`src/rtl/assert_macros.svh`:
```
// Assertion macros used by the histogram top level.
`ifndef ASSERT_MACROS_SVH
`define ASSERT_MACROS_SVH
// Assert that an implication holds at every clock edge out of reset.
`define ASSERT_IMPL(label, clk, rst_n, prop, msg) \
    label: assert property (@(posedge clk) disable iff (!rst_n) prop) else $error(msg);
// Assert that a condition never holds out of reset.
`define ASSERT_NEVER(label, clk, rst_n, cond, msg) \
    label: assert property (@(posedge clk) disable iff (!rst_n) !(cond)) else $error(msg);
`endif

```
`src/rtl/wh2d_pkg.sv`:
```
// Package of the weighted 2D histogram: sizes, codes and arithmetic helpers.
`default_nettype none
package wh2d_pkg;
    localparam int MAX_BINS_X = 32;
    localparam int MAX_BINS_Y = 32;
    localparam int NCELLS     = MAX_BINS_X * MAX_BINS_Y;
    localparam int CELL_AW    = $clog2(NCELLS);
    localparam int BX_W       = $clog2(MAX_BINS_X + 1);
    localparam int BY_W       = $clog2(MAX_BINS_Y + 1);
    localparam int IX_W       = (MAX_BINS_X > 1) ? $clog2(MAX_BINS_X) : 1;
    localparam int IY_W       = (MAX_BINS_Y > 1) ? $clog2(MAX_BINS_Y) : 1;
    localparam int CLR_W      = CELL_AW + 1;

    // Function codes of an input item.
    localparam logic [1:0] FUNC_FILL  = 2'd0;
    localparam logic [1:0] FUNC_READ  = 2'd1;
    localparam logic [1:0] FUNC_INTEG = 2'd2;

    // Configuration register indexes.
    localparam logic [2:0] REG_MIN_X   = 3'd0;
    localparam logic [2:0] REG_MAX_X   = 3'd1;
    localparam logic [2:0] REG_MIN_Y   = 3'd2;
    localparam logic [2:0] REG_MAX_Y   = 3'd3;
    localparam logic [2:0] REG_BINS_X  = 3'd4;
    localparam logic [2:0] REG_BINS_Y  = 3'd5;
    localparam logic [2:0] REG_SCALE_X = 3'd6;
    localparam logic [2:0] REG_SCALE_Y = 3'd7;

    // Region codes.
    localparam logic [3:0] RGN_IN     = 4'd0;
    localparam logic [3:0] RGN_XLO    = 4'd1;
    localparam logic [3:0] RGN_XHI    = 4'd2;
    localparam logic [3:0] RGN_YLO    = 4'd3;
    localparam logic [3:0] RGN_YHI    = 4'd4;
    localparam logic [3:0] RGN_XLOYLO = 4'd5;
    localparam logic [3:0] RGN_XLOYHI = 4'd6;
    localparam logic [3:0] RGN_XHIYLO = 4'd7;
    localparam logic [3:0] RGN_XHIYHI = 4'd8;

    localparam logic [10:0] EDGE_BASE = 11'd1024;
    localparam logic [10:0] EDGE_END  = 11'd1032;

    typedef enum logic [2:0] {
        ST_CLEAR, ST_IDLE, ST_BIN, ST_LOOKUP, ST_UPDATE, ST_SUM, ST_SUM_LAST, ST_OUT
    } state_t;

    // Saturating 48-bit signed add.
    function automatic logic signed [47:0] sat_add48(input logic signed [47:0] a,
                                                     input logic signed [47:0] b);
        logic signed [48:0] s;
        s = {a[47], a} + {b[47], b};
        if (s[48] != s[47])
            return s[48] ? {1'b1, 47'd0} : {1'b0, {47{1'b1}}};
        return s[47:0];
    endfunction

    // Saturating 32-bit increment.
    function automatic logic [31:0] sat_inc32(input logic [31:0] a);
        return (a == '1) ? a : a + 32'd1;
    endfunction
endpackage
`default_nettype wire

```
`src/rtl/wh2d_binner.sv`:
```
// Two-stage bin index unit: offset times scale, then shift and clamp.
`default_nettype none
module wh2d_binner
    import wh2d_pkg::*;
(
    input  wire logic               clk,
    input  wire logic signed [15:0] coord,
    input  wire logic signed [15:0] lo,
    input  wire logic [31:0]        scale,
    input  wire logic [BX_W-1:0]    nbins,
    output logic [IX_W-1:0]         index
);
    logic [16:0] diff;
    logic [47:0] prod_reg;
    logic [31:0] idx_raw;

    // Offset is taken modulo 2^16, as the value is known to be nonnegative.
    assign diff = {coord[15], coord} - {lo[15], lo};

    // The product is registered before the clamp.
    always_ff @(posedge clk)
    begin
        prod_reg <= diff[15:0] * scale;
    end

    // Clamp to the last bin in use.
    assign idx_raw = prod_reg[47:16];
    always_comb
    begin
        if (idx_raw >= 32'(nbins))
            index = IX_W'(nbins - BX_W'(1));
        else
            index = idx_raw[IX_W-1:0];
    end
endmodule
`default_nettype wire

```
`config.mk`:
```
export PLATFORM = sky130hd
export DESIGN_NAME = wh2d_binner
export DESIGN_NICKNAME = d
export VERILOG_FILES = /design/src/rtl/assert_macros.svh /design/src/rtl/wh2d_pkg.sv /design/src/rtl/wh2d_binner.sv
export SDC_FILE = /design/constraint.sdc
export NUM_CORES = 1
export LEC_CHECK = 0
export ABC_AREA = 0
export BUFFER_PORTS_ARGS = -buffer_cell sky130_fd_sc_hd__buf_2
export CORE_MARGIN = 4
export CORE_UTILIZATION = 40
export CTS_CLUSTER_DIAMETER = 50
export CTS_CLUSTER_SIZE = 10
export DETAILED_ROUTE_END_ITERATION = 10
export SYNTH_ARGS = -nofsm -noshare
export SYNTH_HDL_FRONTEND = slang
export SYNTH_SLANG_ARGS = --single-unit
export TNS_END_PERCENT = 1
```
`constraint.sdc`:
```
create_clock -name clk -period 9.08 [get_ports clk]
set_input_delay 0.908 -clock clk [delete_from_list [all_inputs] [get_ports clk]]
set_output_delay 0.908 -clock clk [all_outputs]
set_load 0.005 [all_outputs]
```
# Word level (Yosys, flattened, before mapping)
# Cells that the tools add are included.
word_totals:
  output_inout_bits: 5
  input_bits: 71
  reg_bits: 48
classes:
  addsub: 2
  mul: 1
  mux: 1
  n_lt_le_gt_ge: 1
op_table:
  columns: ["operator", "n"]
  rows:
  - ["multiplier 16 x 32 -> 48 bit", 1]
  - [">= comparator 32 x 6 -> 1 bit", 1]
  - ["subtractor 16 bit", 1]
  - ["two-way mux 5 bit", 1]
  - ["subtractor 5 x 1 -> 5 bit (second input constant)", 1]

# Logic depth before layout (Yosys ltp)
depth:
  depth_word: 2
  ltp_mapped: 34
  ltp_nobuf: 32

# Worst setup path after synthesis
# No wires, ideal clock.
synth_timing:
  path_type: "input to register"
  startpoint: "input port coord[0]"
  endpoint: "register prod_reg[41]"
  setup_slack_ns: 1.188
  required_ns: 8.956
  t_arrival_ns: 7.768
  path_stages: 29
  cell_sequence: "inv_1 ha_1 inv_1 fa_1 a21o_1 a21oi_2 o21ai_1 a21oi_2 o21ai_1 a21o_1 a211o_1 buf_2 and3_1 fa_1 inv_1 fa_1 fa_1 inv_1 fa_1 fa_1 inv_1 fa_1 inv_1 ha_1 nand2_1 or4_1 o211ai_1 a311oi_1 xnor2_1"
synth_between:
  elab_chain_cells: 2
synth_lines:
  columns: ["element", "line_no", "rtl"]
  rows:
  - ["start, declared", "wh2d_binner.sv:7", "input wire logic signed [15:0] coord,"]
  - ["subtractor 16 bit", "wh2d_binner.sv:18", "assign diff = {coord[15], coord} - {lo[15], lo};"]
  - ["multiplier 16 x 32 -> 48 bit", "wh2d_binner.sv:23", "prod_reg <= diff[15:0] * scale;"]
  - ["end signal, assigned", "wh2d_binner.sv:23", null]
  - ["end, declared", "wh2d_binner.sv:14", "logic [47:0] prod_reg;"]
# Every way passes these cells.

# Worst setup path in the final report
# Ends and elaborated chain as after synthesis.

==> reports/results.ini <==
[worst_setup_path]
setup.worst_path.class=input pin to flop
crit_fanout=12
timing.critical_path.mode_cell=fa_1
worst_path_largest_cell_delay_ns=0.51
worstPathArrival_ns=8.70
timing.critical_path.slowest_stage_cell=fa_1
path_buf_inv=7
critPathCaptureType=flop
cp.required_ns=9.29
timing.critical_path.from_type=input pin
timing.critical_path.max_delay_family=adder cells

[timing]
finalMaxSlewViolations=0
worst_slew_pin_slew_ns=0.888
clock.fmax_ghz=0.118
final_total_negative_setup_slack_ns=0
final_report_hold_violation_count=0
period_needed_ns=8.49
period_share=0.936
slew_headroom=0.402
rsz0062_at_grt=false
setup-violations-final=0

[logic_synthesis]
synth.top_cell.area_share=0.432
synth_ff_type=dfxtp_1
biggest_area_consumer_among_synthesized_cells=fa_1
netlist_top_cells_area=fa_1, inv_1, ha_1
post_synth_most_frequent_cells=inv_1, fa_1, nand2_1
ys_seq_elements=32
synth_edf_count=0
synthMostInstantiatedCell=inv_1
ys_types=66
syn_nets=2999
synthesis.yosys.warnings=0
synth_async_sr_flop_share=0
synth_seq_area_share=0.0331
mappedNetlistArea_mm2=0.0194
post_syn_area_per_cell_um2=8.17
post_synth_inst_count=2370

[route]
met3_wire_length_mm=2.18
routed.top_layer=met4
viasPerCell=5.31
drt-wirelength-per-cell_um=17.7
detail-route-antenna-nets=0
wirelength_met1_mm=20.8
detailedRoute.firstIterationViolations=880
detail_route.wirelength_mm=52.0
wl_met2_mm=27.3
num_vias=15600
drt_drc_violations_left=0
drt_first_pass_iters=5

[cts]
clkSinkCount=32
clk_pin_slew_worst_paths_ns=0.05
post_cts_setup_buffer_count=0
htree_num_levels=2
clock_buffer_count_from_cts=5
ctsResizeCount=0
clock_path_buffers=2
tritoncts_clock_tree=done
clock_tree.root_cell=clkbuf_16
holdBufCountCts=0

[min_path]
hold-path-endpoint=index[0]
timing.hold.worst.class=flop to output port
hold_path.startpoint=prod_reg[16]$_DFF_P_
worstHoldPathCells=3

[global_routing]
global_route.overflow_total=0
grt_start_max_net_pins=97
vias_in_the_first_global_route=16800
tot_gr_track_use=0.205
antenna_found_initial=1
wire_length_of_the_first_global_routing_pass_mm=87.5

[final_layout]
max_ffs_per_register=32
nNetsFinal=2957
layout-drive-gt1-share=0.0674
utilization=0.428
syn_to_final_growth_pct=5.62
fillCellCount=4757

[floorplan]
floorplan.die_area_mm2=0.0520
initial_core_util=0.406
floorplan.die.height_um=228
fp.coreArea_mm2=0.0477
die_w_um=228
placementRows=80
io_pins=76

[place]
port_buffers=75
routabilityCongestion=0.895
hpwl_detailed_mm=41.6

[run_status]
status=finished, final reports clean

[job]
drv.max_cap_violation_count=0

## cell usage in the layout, fill, tap and decap left out, drive strengths merged, types with 2 or more instances in the layout
cell	n
xnor2	31
o211a	11
inv	533
o21a	4
a21o	23
a211oi	2
o21bai	9
and2	100
a21oi	89
a22oi	3
buf	110
o21ai	58
ha	140
nor3	11
or3	2
fa	418
a31oi	6
clkbuf	5
a221oi	2
nor2	36
o211ai	26
nor4	7
a41oi	2
and3	14
o31ai	4
nand2	392
nand3b	11
nand2b	25
nand4	49
dfxtp	32
nand4b	2
or2	2
nor2b	44
and3b	22
nand3	74
xor2	16
## per-stage QoR
| stage | setup slack, ns | area (um^2) | hold WS, ns | instances |
|---|---|---|---|---|
| floorplan | 1.19 | 19400 | 1.33 | 2370 |
| global placement | 0.384 | 20300 | 1.47 | 2936 |
| detailed placement | 0.336 | 20300 | 1.46 | 2936 |
| CTS | 0.611 | 20400 | 1.77 | 2944 |
| global route | 0.0452 | 20400 | 1.79 | 2945 |
| finish | 0.585 | 20400 | 1.74 | 2945 |
## how the worst max path moves through the flow
stage	from	endpoint	slack, ns	cells after the start
finish	coord[0]	prod_reg[41]$_DFF_P_	0.59	32
global route	coord[0]	prod_reg[44]$_DFF_P_	0.05	32
CTS	coord[0]	prod_reg[44]$_DFF_P_	0.61	32
detailed placement	coord[0]	prod_reg[44]$_DFF_P_	0.34	32
global placement	coord[0]	prod_reg[47]$_DFF_P_	0.38	32
floorplan	coord[0]	prod_reg[41]$_DFF_P_	1.19	29
## routing by layer
metal | up-vias | global-route usage
li1 | 7077 | -
met1 | 8061 | 0.258
met2 | 410 | 0.377
met3 | 82 | 0.0183
met4 | 0 | 0.0593
met5 | - | 0
## layout make-up
class / count / area [um^2] / share of cell area
Antenna cell: 1 / 2.50 / 0.000122
Multi-Input combinational cell: 1646 / 16200 / 0.791
Sequential cell: 32 / 641 / 0.0313
Inverter: 533 / 2000 / 0.0978
Tap cell: 615 / 769 / 0.0376
Clock buffer: 5 / 125 / 0.00612
Clock inverter: 3 / 42.5 / 0.00208
Timing Repair Buffer: 110 / 701 / 0.0343
## cells by family after synthesis
family	share of synthesized area
buf+inv	0.137
compound gates	0.0832
xor+xnor	0.0213
fa+ha+maj	0.523
mux	0.000582
flops	0.0331
simple gates	0.202
Power is not shown: default switching activity piles up to over one toggle a cycle in this logic, so the estimate is an artifact.
